$ cat config.mk
export PLATFORM = sky130hd
export DESIGN_NAME = c5mcr_front
export DESIGN_NICKNAME = d
export VERILOG_FILES = /design/src/rtl/conv_5x5_multichannel_relu_defines.svh /design/src/rtl/c5mcr_pkg.sv /design/src/rtl/c5mcr_front.sv
export SDC_FILE = /design/constraint.sdc
export NUM_CORES = 1
export LEC_CHECK = 0
export ABC_AREA = 1
export BUFFER_PORTS_ARGS = -buffer_cell sky130_fd_sc_hd__buf_2
export CAP_MARGIN = 5
export CORE_MARGIN = 2
export CORE_UTILIZATION = 30
export CTS_BUF_LIST = sky130_fd_sc_hd__clkbuf_4
export DETAILED_ROUTE_END_ITERATION = 8
export PLACE_DENSITY = 0.5
export SYNTH_ARGS = -nofsm -noshare
export SYNTH_HDL_FRONTEND = slang
export SYNTH_SLANG_ARGS = --single-unit
$ cat constraint.sdc
create_clock -name i_clk -period 4.1 [get_ports i_clk]
set_input_delay 0.82 -clock i_clk [delete_from_list [all_inputs] [get_ports i_clk]]
set_output_delay 0.82 -clock i_clk [all_outputs]
set_load 0.005 [all_outputs]
$ cat src/rtl/conv_5x5_multichannel_relu_defines.svh
// Assertion macros shared by the convolution block.
// No dependencies; included by the back part, the only module that carries assertions.
`ifndef CONV_5X5_MULTICHANNEL_RELU_DEFINES_SVH
`define CONV_5X5_MULTICHANNEL_RELU_DEFINES_SVH

`define C5_ASSERT_NOW(lbl, ante, cons, msg) \
    lbl: assert property (@(posedge i_clk) disable iff (!i_rst_n) (ante) |-> (cons)) \
        else $error(msg);

`define C5_ASSERT_NEXT(lbl, ante, cons, msg) \
    lbl: assert property (@(posedge i_clk) disable iff (!i_rst_n) (ante) |=> (cons)) \
        else $error(msg);

`endif

$ cat src/rtl/c5mcr_pkg.sv
// Shared constants and types of the convolution block.
// No dependencies; imported by the front, the back and the top level.
package c5mcr_pkg;

    localparam int IN_CH    = 6;
    localparam int OUT_CH   = 16;
    localparam int IMG      = 14;
    localparam int KSZ      = 5;
    localparam int WIN_TAPS = KSZ * KSZ;
    localparam int OC_TAPS  = IN_CH * WIN_TAPS;
    localparam int W_DEPTH  = OUT_CH * OC_TAPS;
    localparam int L_DEPTH  = KSZ * IMG * IN_CH;

    localparam int W_AW  = (W_DEPTH > 1) ? $clog2(W_DEPTH) : 1;
    localparam int L_AW  = (L_DEPTH > 1) ? $clog2(L_DEPTH) : 1;
    localparam int CH_W  = (IN_CH > 1) ? $clog2(IN_CH) : 1;
    localparam int OC_W  = (OUT_CH > 1) ? $clog2(OUT_CH) : 1;
    localparam int POS_W = (IMG > 1) ? $clog2(IMG) : 1;
    localparam int K_W   = (KSZ > 1) ? $clog2(KSZ) : 1;
    localparam int ACC_W = 48;
    localparam int Q_DEPTH = 2;

    typedef enum logic [1:0] {
        KIND_WEIGHT = 2'd0,
        KIND_BIAS   = 2'd1,
        KIND_ELEM   = 2'd2
    } t_kind;

    localparam logic [1:0] CMD_WEIGHT = 2'd0;
    localparam logic [1:0] CMD_BIAS   = 2'd1;
    localparam logic [1:0] CMD_ELEM   = 2'd2;

    typedef struct packed {
        t_kind              kind;
        logic [W_AW-1:0]    widx;
        logic [OC_W-1:0]    bidx;
        logic signed [15:0] value;
        logic [L_AW-1:0]    laddr;
        logic               win;
        logic [POS_W-1:0]   top;
        logic [POS_W-1:0]   left;
        logic [K_W-1:0]     top_slot;
    } t_item;

endpackage

$ cat src/rtl/c5mcr_front.sv
// Front part: accepts items, classifies them, tracks the raster position and queues
// the valid ones for the back part. Depends on c5mcr_pkg.
module c5mcr_front
    import c5mcr_pkg::*;
(
    input  logic        i_clk,
    input  logic        i_rst_n,
    input  logic        push,
    output logic        full,
    input  logic [1:0]  i_cmd,
    input  logic [11:0] i_index,
    input  logic signed [15:0] i_value,
    output logic        o_q_valid,
    output t_item       o_q_item,
    input  logic        i_q_pop
);

    t_item r_q [Q_DEPTH];
    logic [$clog2(Q_DEPTH)-1:0] r_wp, r_rp;
    logic [$clog2(Q_DEPTH+1)-1:0] r_cnt;
    logic [CH_W-1:0]  r_chan;
    logic [POS_W-1:0] r_col, r_row;
    logic [K_W-1:0]   r_slot;

    logic  acc, keep, is_elem, do_pop;
    t_item item;

    assign full      = (r_cnt == ($clog2(Q_DEPTH+1))'(Q_DEPTH));
    assign acc       = push && !full;
    assign o_q_valid = (r_cnt != '0);
    assign o_q_item  = r_q[r_rp];
    assign do_pop    = i_q_pop && o_q_valid;
    assign is_elem   = (i_cmd == CMD_ELEM);

    always_comb begin
        item          = '0;
        item.widx     = W_AW'(i_index);
        item.bidx     = OC_W'(i_index);
        item.value    = i_value;
        item.laddr    = L_AW'((int'(r_slot) * IMG + int'(r_col)) * IN_CH + int'(r_chan));
        item.win      = (int'(r_chan) == IN_CH - 1) && (int'(r_row) >= KSZ - 1)
                        && (int'(r_col) >= KSZ - 1);
        item.top      = POS_W'(int'(r_row) - (KSZ - 1));
        item.left     = POS_W'(int'(r_col) - (KSZ - 1));
        item.top_slot = (int'(r_slot) == KSZ - 1) ? '0 : r_slot + 1'b1;
        keep          = 1'b0;
        case (i_cmd)
            CMD_WEIGHT: begin
                item.kind = KIND_WEIGHT;
                keep      = (int'(i_index) < W_DEPTH);
            end
            CMD_BIAS: begin
                item.kind = KIND_BIAS;
                keep      = (int'(i_index) < OUT_CH);
            end
            CMD_ELEM: begin
                item.kind = KIND_ELEM;
                keep      = 1'b1;
            end
            default: begin
                item.kind = KIND_ELEM;
                keep      = 1'b0;
            end
        endcase
    end

    always_ff @(posedge i_clk) begin
        if (acc && keep) begin
            r_q[r_wp] <= item;
        end
    end

    always_ff @(posedge i_clk) begin
        if (!i_rst_n) begin
            r_wp   <= '0;
            r_rp   <= '0;
            r_cnt  <= '0;
            r_chan <= '0;
            r_col  <= '0;
            r_row  <= '0;
            r_slot <= '0;
        end else begin
            if (acc && keep) begin
                r_wp <= r_wp + 1'b1;
            end
            if (do_pop) begin
                r_rp <= r_rp + 1'b1;
            end
            r_cnt <= r_cnt + (($clog2(Q_DEPTH+1))'(acc && keep))
                     - (($clog2(Q_DEPTH+1))'(do_pop));
            if (acc && is_elem) begin
                if (int'(r_chan) == IN_CH - 1) begin
                    r_chan <= '0;
                    if (int'(r_col) == IMG - 1) begin
                        r_col <= '0;
                        if (int'(r_row) == IMG - 1) begin
                            r_row  <= '0;
                            r_slot <= '0;
                        end else begin
                            r_row  <= r_row + 1'b1;
                            r_slot <= (int'(r_slot) == KSZ - 1) ? '0 : r_slot + 1'b1;
                        end
                    end else begin
                        r_col <= r_col + 1'b1;
                    end
                end else begin
                    r_chan <= r_chan + 1'b1;
                end
            end
        end
    end

endmodule

; Word-level counts from Yosys, hierarchy flattened
; Memory sizes are Yosys's and may differ from the RTL's. A register that Yosys moved wholly into a read port is not among the register bits.
; Index checks and enable logic that the tools add are counted.
[word_totals]
mem_bits_rw = 110
input_bits = 34
output_inout_bits = 57
n_memories = 1
register_bits = 18
[mem_list]
columns = memory, words, width, read_ports, rd_clocked_by_memory_dff, wr, line
row1 = r_q, 2, 55, 1, 1, 1, c5mcr_front.sv:18  ; t_item r_q [Q_DEPTH];
[classes]
mux = 11
n_mul = 2
order_cmp = 4
reduce_logical = 11
add_sub_neg = 12
n_eq_ne = 7
[op_table]
columns = cell, count
row1 = < comparator 12 bit (second input constant), 1
row2 = < comparator 12 x 5 -> 1 bit (second input constant), 1
row3 = adder 9 x 3 -> 9 bit, 1
row4 = 2-to-1 mux 3 bit, 3
row5 = adder 4 x 1 -> 4 bit (second input constant), 2
row6 = adder 7 x 4 -> 8 bit, 1
row7 = equality test 4 x 3 -> 1 bit (second input constant), 2
row8 = >= comparator 4 x 3 -> 1 bit (second input constant), 2
row9 = multiplier 8 x 2 -> 8 bit (second input constant), 1
row10 = 2-to-1 mux 4 bit, 2
row11 = subtractor 4 x 3 -> 4 bit (second input constant), 2
row12 = adder 3 x 1 -> 3 bit (second input constant), 2
row13 = equality test 3 bit (second input constant), 2
row14 = logical AND 1 bit, 6
row15 = multiplier 3 x 3 -> 6 bit (second input constant), 1
row16 = equality test 2 bit (second input constant), 2
row17 = 2-to-1 mux 1 bit, 4
row18 = one-hot mux 2 bit (2 select lines), 1
row19 = one-hot mux 1 bit (3 select lines), 1
row20 = AND reduction 3 bit, 1
row21 = adder 1 bit (second input constant), 2
row22 = adder 2 x 1 -> 2 bit, 1
row23 = equality test 2 x 1 -> 1 bit (second input constant), 1
row24 = zero test 2 bit, 1
row25 = 4 further kinds, 4

; Longest topological paths before layout
; Gate-level depths: netlist of the first run.
[depth]
depth_word = 6
mapped_depth = 20

; Worst setup path after synthesis of the first run
; Ideal clock, no wire load.
[synth_path]
kind = input port to flip-flop
start = in i_cmd[0]
end = mem r_q[0][0] in the netlist's numbering (enable)
setup_time_ns = 0.460
slack_ns = 0.173
n_path_buf = 0
stages = 8
t_arrival_ns = 3.467
t_required_ns = 3.640
path_cell_list = inv_1 -> nor2_1 -> nand3_1 -> nor2_1 -> nor2_1 -> nand2_1 -> nand2_1 -> nor2_1
[synth_via]
elab_chain_len = 5
[synth_lines]
columns = item, line
row1 = start: declaration, c5mcr_front.sv:10  ; input logic [1:0] i_cmd,
row2 = "equality test 2 bit, or another cell as far along", c5mcr_front.sv:47  ; case (i_cmd)
row3 = one-hot mux 1 bit (3 select lines) *, c5mcr_front.sv:47
row4 = logical AND 1 bit *, c5mcr_front.sv:68  ; if (acc && keep) begin
row5 = 2-to-1 mux 1 bit *, c5mcr_front.sv:68
row6 = 2-to-1 mux 1 bit (not written as such) *, c5mcr_front.sv:69  ; r_q[r_wp] <= item;
row7 = end: declaration, c5mcr_front.sv:18
; Every way passes the cells marked *; elsewhere a longest branch is shown, timed or not.

==> metrics.md, run 1 <==
| Metric | Value |
|---|---|
| Ranking of synthesized cells by area | edfxtp_1 54%, mux2_2 10%, dfxtp_1 6.7% |
| Worst clock skew | 0.0173 ns |
| First-pass GRT wire length | around 18000 um |
| Fin area | 6700 um2 |
| Register area | 3440 um2 |
| Gr usage total | between 10% and 20% |
| 1st-iter DRT viols | 230 |
| Leak | 2.74 nW |
| Peak supply drop | about 0.00013 V |
| Root buffer cell | clkbuf_4 |
| PortBufs | 90 |
| WS Path Type | reg -> reg |
| Required @ worst endpoint | 4.36 ns |
| Initial antenna violation count | 1 |
| Starting density of the core | 30.4% |
| Worst Hold Depth | 1 |
| Mapped Cells | 456 |
| RSZ-0062 raised after global routing | false |
| Finished Core Util | between 30 and 40% |
| Cell Area, Placed | between 6000 and 7000 um2 |
| R2R Path Start | r_slot[2]$_SDFFE_PN0P_ |
| Reg2reg end | r_q[1][19]$_DFFE_PP_ |
| DP HPWL | roughly 8000 um |
| Setup TNS | 0 ns |
| Remaining Overflow, GRT | 0 |
| WP data arrival | 3.88 ns |
| CTS tree | yes |
| Die area | 20000 um2 |
| Crit end category | flip-flop |
| Filler cells | about 1800 |
| Worst min-delay path class | reg -> reg |
| Row count | 50 |
| Reg-to-reg slack, setup | 0.48 ns |
| Die W | 141 um |
| Syn nets | about 520 |
| Dpl ws | 0.523 ns |
| CORE AREA | ~19000 um2 |
| PwrDens | 425 nW/um2 |
| Max-slew violations | 0 |
| Max cap viols | 0 |
| Final WL | 11200 um |
| Minimum clock period | between 3 and 4 ns |
| Setup bufs post-CTS | 0 |
| Hold Violations, Final | 0 |
| GP Congestion | 0.770 |
| Slew margin rel. | 62.9% |
| WL/cell | 13.9 um |
| Num CTS Buffers | 17 |
| Vias per cell | 4.41 |
| Total power | 2.85 mW |
| Crit-path max FO | 8 |
| Synth Register Bits | ~120 |
| Post-layout worst setup margin | 0.483 ns |
| Worst-path clk slew | 0.11 ns |
| Hold_sp | r_rp$_SDFFE_PN0P_ |
| Area of the multi-input gates | about 2000 um2 |
| DR pass1 iterations | 4 |
| Largest net degree at the start of global routing | 40 |
| Vias | 3550 |
| Status | finished, final reports clean |
| Sequential fraction of the synthesis area | 60.8% |
| H-tree level count | 4 |
| Actual slew at the worst max-slew pin | 0.556 ns |
| Top cell type's share of synthesized area | 54.1% |
| CTS Sinks | 121 |
| Worst Setup SP | r_slot[2]$_SDFFE_PN0P_ |
| Clock Latency Late Sink | about 0.52 ns |
| # DRC | 0 |
| Vias in the first global route | around 3600 |
| Max clock buf depth | 2 |
| Synthesis Warnings | 0 |
| Layout area overhead | 18.2% |
| Worst setup SP type | flip-flop |
| Layout Nets | 620 |
| Synth unique cells | 35 |
| Period utilization | 88.2% |
| # resized after CTS | 0 |
| Number of hold-repair buffers added at the cts stage | 0 |
| Hold WS | 0.469 ns |
| Layout cells sized above 1 | ~35% |
| Cells after DPL | between 700 and 800 |
| Synth area leader | edfxtp_1 |
| Fin cells | 805 |
| Cells on worst reg2reg path | 15 |
| Final setup violation count | 0 |
| Mapped cell area | about 5700 um2 |
| IO Pins | approximately 90 |
| Chip height | 141 um |
| Post-DRT Antenna Nets | 0 |
| Syn_area_per_cell | between 10 and 15 um2 |
| Highest clock rate | 276 MHz |
==> Yosys cell counts <==
cell      count
nand2_4       3
or2_2         1
xor2_1        8
o21ai_0       8
inv_2         4
a21oi_1      14
fa_1          6
xor2_2        1
clkbuf_1      3
o22ai_1       2
buf_2         5
edfxtp_1    102
nand4_1       3
dfxtp_1      19
nor2_2        4
xnor2_1       1
inv_1        52
buf_4         4
nor2_8        1
o21a_1        1
mux2_2       51
a21oi_2       1
nand3b_1      2
nand4_2       1
nor3b_1       1
nor3_1        4
nand2_2       4
nand3_1      21
o211ai_1      1
o21ai_1       3
nand3_2       1
nor2_1       30
nor2_4        4
nand2_1      67
ha_1         23
==> worst max-delay path by stage <==
stage,endpoint,slack (ns),cells past startpoint
floorplan,r_q[0][0]$_DFFE_PP_,0.17,8
global placement,r_q[0][19]$_DFFE_PP_,0.63,15
detailed placement,r_q[0][19]$_DFFE_PP_,0.52,15
CTS,r_q[1][19]$_DFFE_PP_,0.49,15
global route,r_q[0][19]$_DFFE_PP_,0.25,15
finish,r_q[1][19]$_DFFE_PP_,0.48,15
==> area by class of cell <==
| cell class | instances | share of cell area, % |
|---|---|---|
| inverters | 56 | 3.14 |
| flip-flops and latches | 121 | 51.4 |
| diodes | 1 | 0.0374 |
| repair buffers | 94 | 7.55 |
| clock inverters | 11 | 1.94 |
| well taps | 234 | 4.37 |
| multi-input cells | 267 | 29.2 |
| clock buffers | 21 | 2.35 |
==> flip-flops by register name (all words and copies together) (netlist names), named ones only <==
name	flops
r_q	102
r_cnt	2
r_chan	3
r_row	4
r_wp	1
r_slot	3
r_col	4
r_rp	1
==> power by group <==
group / switching (mW) / internal, mW
combinational: 0.247 / 0.269
sequential: 0.0535 / 1.41
clock: 0.429 / 0.441
total: 0.730 / 2.12
==> placed cells by master (no fill, tap or decap), types with 18 or more instances in the layout <==
cell	count
ha_1	23
clkbuf_4	21
dfxtp_1	18
mux2_2	51
inv_1	51
nand3_1	21
nand2_1	67
edfxtp_1	102
buf_2	90
nor2_1	29
==> worst max-delay path: stages, from the launching register on <==
cell and delay [ns]:
dfxtp_1 0.50, fa_1 0.47, ha_1 0.28, ha_1 0.34, nor2_1 0.07, a21oi_1 0.19, xor2_1 0.16, inv_1 0.07
ha_1 0.37, a21oi_1 0.28, nand2_1 0.08, nand2_1 0.06, nand2_1 0.05, inv_1 0.13, nand4_1 0.12, xor2_1 0.17
==> cell families (layout without fill, tap and decap cells) <==
| family | Yosys count | count (layout) | share of synthesized area [%] |
|---|---|---|---|
| multiplexers | 51 | 51 | 10.1 |
| XOR/XNOR | 10 | 10 | 1.68 |
| adder cells (fa/ha/maj) | 29 | 29 | 7.20 |
| other | 0 | 1 | 0 |
| AO/OA/AOI/OAI | 30 | 30 | 2.85 |
| flip-flops | 121 | 121 | 60.8 |
| buffers and inverters | 68 | 182 | 4.88 |
| AND/OR/NAND/NOR | 147 | 147 | 12.5 |
==> per-layer routing <==
layer | part of all wire (%) | up-vias | track usage, %
met1 | 45 | 1684 | 13.4
met3 | 4.9 | 14 | 3.37
met4 | 1.3 | 0 | 4.53
met5 | 0 | - | 0
met2 | 49 | 85 | 20.1
li1 | - | 1767 | -
(Power assumes the default switching activity.)
==> run 2, diff against run 1 <==
- CELL_PAD_IN_SITES_DETAIL_PLACEMENT: default -> 1
- CELL_PAD_IN_SITES_GLOBAL_PLACEMENT: default -> 1
- PLACE_DENSITY: 0.5 -> 0.6
- SLEW_MARGIN: default -> 20
==> metrics.md, run 2 (synthesis gave the netlist of run 1 again) <==
| Metric | Value |
|---|---|
| Worst min-delay path class | reg -> reg |
| Initial antenna violation count | 0 (-1) |
| Minimum clock period | 3.62 ns (+0.00593 ns) |
| Hold_sp | r_rp$_SDFFE_PN0P_ |
| Remaining Overflow, GRT | 0 (unchanged) |
| Worst clock skew | 0.0224 ns (+0.00507 ns) |
| Clock Latency Late Sink | 0.54 ns (+0.02 ns) |
| Highest clock rate | 276 MHz (-0.16%) |
| Clock group share of total power | 29.7% (-0.9 points) |
| Layout area overhead | 17.9% |
| Hold Violations, Final | 0 (unchanged) |
| R2R Path Start | r_slot[2]$_SDFFE_PN0P_ |
| Required @ worst endpoint | 4.38 ns (+0.02 ns) |
| Die area | 20000 um2 (unchanged) |
| Root buffer cell | clkbuf_4 |
| Layout cells sized above 1 | 35.9% (+0.46 points) |
| Chip height | 141 um (unchanged) |
| Number of hold-repair buffers added at the cts stage | 0 (unchanged) |
| Largest net degree at the start of global routing | 39 (-2.5%) |
| Fin cells | 805 (unchanged) |
| Status | finished, final reports clean |
| # resized after CTS | 0 (unchanged) |
| RSZ-0062 raised after global routing | false |
| Reg with most FFs | r_q |
| Vias per cell | 4.54 (+2.9%) |
| Finished Core Util | 35.8% (-0.087 points) |
| IO Pins | 91 (unchanged) |
| Num CTS Buffers | 17 (unchanged) |
| Period utilization | 88.4% (+0.14 points) |
| Cells after DPL | 773 (+0.13%) |
| Post-DRT Antenna Nets | 0 (unchanged) |
| Gr usage total | 12.5% (+0.98 points) |
| Total power | 2.81 mW (-1.2%) |
| PwrDens | 421 nW/um2 (-0.92%) |
| CORE AREA | 18600 um2 (unchanged) |
| Worst Hold Depth | 1 (unchanged) |
| Row count | 50 (unchanged) |
| CTS Sinks | 121 (unchanged) |
| Layout Nets | 621 (+0.16%) |
| Starting density of the core | 30.4% (unchanged) |
| Max reg flops | 102 (unchanged) |
| Combinational power share | 18.1% (about the same) |
| CTS tree | yes |
| Antenna cell count | 0 (-1) |
| Final WL | 11900 um (+6.5%) |
| Reg-to-reg slack, setup | 0.48 ns (about the same) |
| Crit-path max FO | 8 (unchanged) |
| 1st-iter DRT viols | 114 (-50%) |
| NetSw | 0.777 mW (+6.5%) |
| Die W | 141 um (unchanged) |
| Final setup violation count | 0 (unchanged) |
| Crit end category | flip-flop |
| Max cap viols | 0 (unchanged) |
| Worst-path clk slew | 0.13 ns (+0.02 ns) |
| Max-slew violations | 0 (unchanged) |
| Vias | 3653 (+2.9%) |
| WS Path Type | reg -> reg |
| Vias in the first global route | 3992 (+9.4%) |
| Internal Power | 2.04 mW (-3.8%) |
| Seq pwr share | 52.2% (+0.9 points) |
| DR pass1 iterations | 6 (+2) |
| Setup bufs post-CTS | 0 (unchanged) |
| Commonest non-fill, non-tap cell in the layout | edfxtp_1 |
| WL/cell | 14.8 um (+6.5%) |
| Actual slew at the worst max-slew pin | 0.727 ns (+0.170 ns) |
| H-tree level count | 4 (unchanged) |
| Setup TNS | 0 ns (unchanged) |
| PortBufs | 90 (unchanged) |
| Slew margin rel. | 51.5% (-11 points) |
| Largest regs | r_q (102), r_col (4), r_row (4) |
| GP Congestion | 0.775 (+0.57%) |
| First-pass GRT wire length | 19500 um (+8.9%) |
| # DRC | 0 (unchanged) |
| Max clock buf depth | 2 (unchanged) |
| Switching Fraction | 27.6% (+2.0 points) |
| Reg2reg end | r_q[0][19]$_DFFE_PP_ |
| Peak supply drop | 0.000153 V (+22%) |
| Cells on worst reg2reg path | 15 (unchanged) |
| WP data arrival | 3.90 ns (+0.02 ns) |
| Leak | 2.72 nW (-0.84%) |
| Worst setup SP type | flip-flop |
| DP HPWL | 8570 um (+9.3%) |
| Most frequent cells in the layout | 102 x edfxtp_1, 90 x buf_2, 67 x nand2_1, 51 x inv_1, 51 x mux2_2 |
## run 2: cell types whose count changed in the layout (fill, tap and decap cells not counted), sizes merged
cell / change
clkbuf: -4
clkinvlp: +5
bufinv: -1
inv: +2
buf: +1
diode: -1
clkinv: -2
## run 2: cell type report
class                           instances  area (um2)
Timing Repair Buffer                   95         500
Multi-Input combinational cell        267        1950
Clock inverter                         15         151
Inverter                               56         210
Fill cell                            2088       12000
Tap cell                              234         293
Clock buffer                           17         128
Sequential cell                       121        3440
## run 2: worst max-delay path, cell delays in order, from the launching register on
cell	delay [ns]
dfxtp_1	0.50
fa_1	0.47
ha_1	0.29
ha_1	0.34
nor2_1	0.07
a21oi_1	0.19
xor2_1	0.16
inv_1	0.08
ha_1	0.37
a21oi_1	0.27
nand2_1	0.08
nand2_1	0.07
nand2_1	0.05
inv_1	0.13
nand4_1	0.12
xor2_1	0.17
## run 2: metal layers
| metal | part of all wire, % | global-route usage (%) | up-vias |
|---|---|---|---|
| met5 | 0 | 0 | - |
| met4 | 1.4 | 4.42 | 0 |
| met3 | 4.1 | 3.34 | 14 |
| met2 | 50 | 22.7 | 80 |
| met1 | 44 | 14.2 | 1792 |
| li1 | - | - | 1767 |
## run 2: worst max path at each step
stage | slack, ns | depth (start not counted) | to | startpoint
after floorplan | 0.17 | 8 | r_q[0][0]$_DFFE_PP_ | i_cmd[0]
after global placement | 0.63 | 15 | r_q[0][19]$_DFFE_PP_ | r_slot[2]$_SDFFE_PN0P_
after detailed placement | 0.52 | 15 | r_q[1][19]$_DFFE_PP_ | r_slot[2]$_SDFFE_PN0P_
after CTS | 0.45 | 15 | r_q[0][19]$_DFFE_PP_ | r_slot[2]$_SDFFE_PN0P_
after global routing | 0.18 | 18 | r_q[0][20]$_DFFE_PP_ | r_slot[2]$_SDFFE_PN0P_
final | 0.48 | 15 | r_q[0][19]$_DFFE_PP_ | r_slot[2]$_SDFFE_PN0P_
## run 2: power groups by stage
stage	clock network, mW	logic, mW	registers (mW)
after floorplan	0	0.342	1.46
after global placement	0	0.510	1.49
after detailed placement	0	0.519	1.50
after CTS	0.877	0.522	1.47
after global routing	0.919	0.559	1.48
final	0.837	0.508	1.47
## run 2: metrics by stage
step	setup WS, ns	instance area (um2)	hold WS (ns)
6_report	0.477	6680	0.464
5_1_grt	0.181	6680	0.409
4_1_cts	0.448	6680	0.413
3_5_place_dp	0.524	6400	0.445
3_3_place_gp	0.628	6400	0.427
2_1_floorplan	0.173	5670	0.426
==> run 3, diff against run 2 <==
==> constraint.sdc (replaced) <==
create_clock -name i_clk -period 4.1 [get_ports i_clk]
set_input_delay 0.205 -clock i_clk [delete_from_list [all_inputs] [get_ports i_clk]]
set_output_delay 0.205 -clock i_clk [all_outputs]
set_load 0.005 [all_outputs]
==> metrics.md, run 3 (synthesis gave the netlist of run 1 again) <==
| Metric | Value |
|---|---|
| Final setup violation count | 0 (unchanged) |
| Remaining Overflow, GRT | 0 (unchanged) |
| Slowest stage cell, crit path | dfxtp_1 |
| Filler cells | 2064 (-1.1%) |
| Critical Path Max Stage Delay | 0.51 ns (about the same) |
| Setup TNS | 0 ns (unchanged) |
| CTS tree | yes |
| Fin area | 6980 um2 (+4.4%) |
| Cell Area, Placed | 6390 um2 (-0.23%) |
| # DRC | 0 (unchanged) |
| DP HPWL | 8420 um (-1.7%) |
| CTS Sinks | 121 (unchanged) |
| Hold WS | 0.128 ns (-0.336 ns) |
| CORE AREA | 18600 um2 (unchanged) |
| Worst clock skew | 0.0230 ns (+0.000620 ns) |
| Clock Latency Late Sink | 0.53 ns (about the same) |
| Setup bufs post-CTS | 0 (unchanged) |
| Die area | 20000 um2 (unchanged) |
| First-pass GRT wire length | 20100 um (+3.4%) |
| Finished Core Util | 37.4% (+1.6 points) |
| Crit end category | flip-flop |
| WS Path Type | reg -> reg |
| Actual slew at the worst max-slew pin | 1.00 ns (+0.276 ns) |
| WL/cell | 14.5 um (-2.1%) |
| PwrDens | 403 nW/um2 (-4.2%) |
| Required @ worst endpoint | 4.38 ns (about the same) |
| Worst Setup SP | r_slot[2]$_SDFFE_PN0P_ |
| Crit-path max FO | 8 (unchanged) |
| Max clock buf depth | 2 (unchanged) |
| Largest net degree at the start of global routing | 38 (-2.6%) |
| Worst-path clk slew | 0.12 ns (about the same) |
| Largest regs | r_q (102), r_col (4), r_row (4) |
| Initial antenna violation count | 0 (unchanged) |
| Layout area overhead | 23.1% |
| Worst min-delay path class | in -> reg |
| R2R Path Start | r_slot[2]$_SDFFE_PN0P_ |
| Vias per cell | 4.53 (-0.24%) |
| Minimum clock period | 3.56 ns (-0.0597 ns) |
| Chip height | 141 um (unchanged) |
| Hold_sp | push |
| Vias in the first global route | 4122 (+3.3%) |
| GP Congestion | 0.790 (+1.9%) |
| Commonest non-fill, non-tap cell in the layout | edfxtp_1 |
| Period utilization | 86.9% (-1.5 points) |
| Layout Nets | 651 (+4.8%) |
| H-tree level count | 4 (unchanged) |
| Num CTS Buffers | 17 (unchanged) |
| 1st-iter DRT viols | 117 (+2.6%) |
| Final WL | 12100 um (+1.6%) |
| Worst setup SP type | flip-flop |
| Fin cells | 835 (+3.7%) |
| Highest clock rate | 281 MHz (+1.7%) |
| Post-DRT Antenna Nets | 0 (unchanged) |
| IO Pins | 91 (unchanged) |
| Status | finished, final reports clean |
| Slew margin rel. | 33.1% (-18 points) |
| Starting density of the core | 30.4% (unchanged) |
| Vias | 3780 (+3.5%) |
| Cells after DPL | 771 (-0.26%) |
| Max cap viols | 0 (unchanged) |
| Max reg flops | 102 (unchanged) |
| Reg with most FFs | r_q |
| Max-slew violations | 0 (unchanged) |
| Leak | 2.84 nW (+4.4%) |
| Most frequent cells in the layout | 102 x edfxtp_1, 90 x buf_2, 67 x nand2_1, 51 x inv_1, 51 x mux2_2 |
| Die W | 141 um (unchanged) |
| DR pass1 iterations | 4 (-2) |
| Peak supply drop | 0.000199 V (+31%) |
| Gr usage total | 12.9% (+0.38 points) |
| CP Cell Sequence | fa_1, ha_1, ha_1, nor2_1, a21oi_1, xor2_1, inv_1, ha_1, a21oi_1, nand2_1, nand2_1, nand2_1, inv_1, nand4_1, xor2_1 |
| Root buffer cell | clkbuf_4 |
| RSZ-0062 raised after global routing | false |
| Antenna cell count | 0 (unchanged) |
| WP data arrival | 3.85 ns (-0.05 ns) |
| PortBufs | 90 (unchanged) |
| Row count | 50 (unchanged) |
| Layout cells sized above 1 | 33.3% (-2.6 points) |
| Hold Violations, Final | 0 (unchanged) |
run 3: power by group:
group	internal [mW]	switching [mW]	leakage [nW]	total, mW
clock network	0.358	0.455	0.134	0.813
registers	1.41	0.0777	1.07	1.48
logic	0.287	0.230	1.64	0.517
run 3: layout make-up:
type                       instances  area, um2  share of cell area (%)
inverter                          56        210                    3.01
clock inverter                    14        133                    1.90
timing repair buffer             125        806                    11.6
sequential                       121       3440                    49.4
clock buffer                      18        135                    1.94
tap                              234        293                    4.20
multi-input combinational        267       1950                    28.0
run 3: repair_timing:
item / in CTS / in global routing
hold buffers: 31 / 1
hold endpoints to repair: 63 / 2
resized for setup: 0 / 0
run 3: through the flow:
| step | total power [mW] | setup WS (ns) |
|---|---|---|
| 5_1_grt | 2.97 | 0.160 |
| 6_report | 2.81 | 0.537 |
| 3_3_place_gp | 2.00 | 0.624 |
| 4_1_cts | 2.87 | 0.526 |
| 2_1_floorplan | 1.80 | 0.788 |
| 3_5_place_dp | 2.02 | 0.559 |
run 3: critical path, delay by kind of cell, from the launching register on:
family / cells / cell delay (ns)
xor gates and xnor gates: 2 / 0.33
AOI/OAI and AO/OA: 2 / 0.46
and+or+nand+nor: 5 / 0.38
adders and majority gates: 4 / 1.45
DFF: 1 / 0.51
buffers and inverters: 2 / 0.19
run 3: final timing paths:
kind | slack (ns) | endpoint | depth (start not counted)
setup / recovery | 0.54 | r_q[0][19]$_DFFE_PP_ | 15
hold / removal | 0.13 | r_wp$_SDFFE_PN0P_ | 5
hold reg to reg | 0.46 | r_rp$_SDFFE_PN0P_ | 1
setup reg to reg | 0.54 | r_q[0][19]$_DFFE_PP_ | 15
run 3: layer usage:
metal,vias to the layer above,part of all wire (%),global-route usage (%)
li1,1829,-,-
met1,1856,43,14.5
met2,82,51,23.1
met3,13,4.7,3.88
met4,0,1.2,4.63
met5,-,0,0
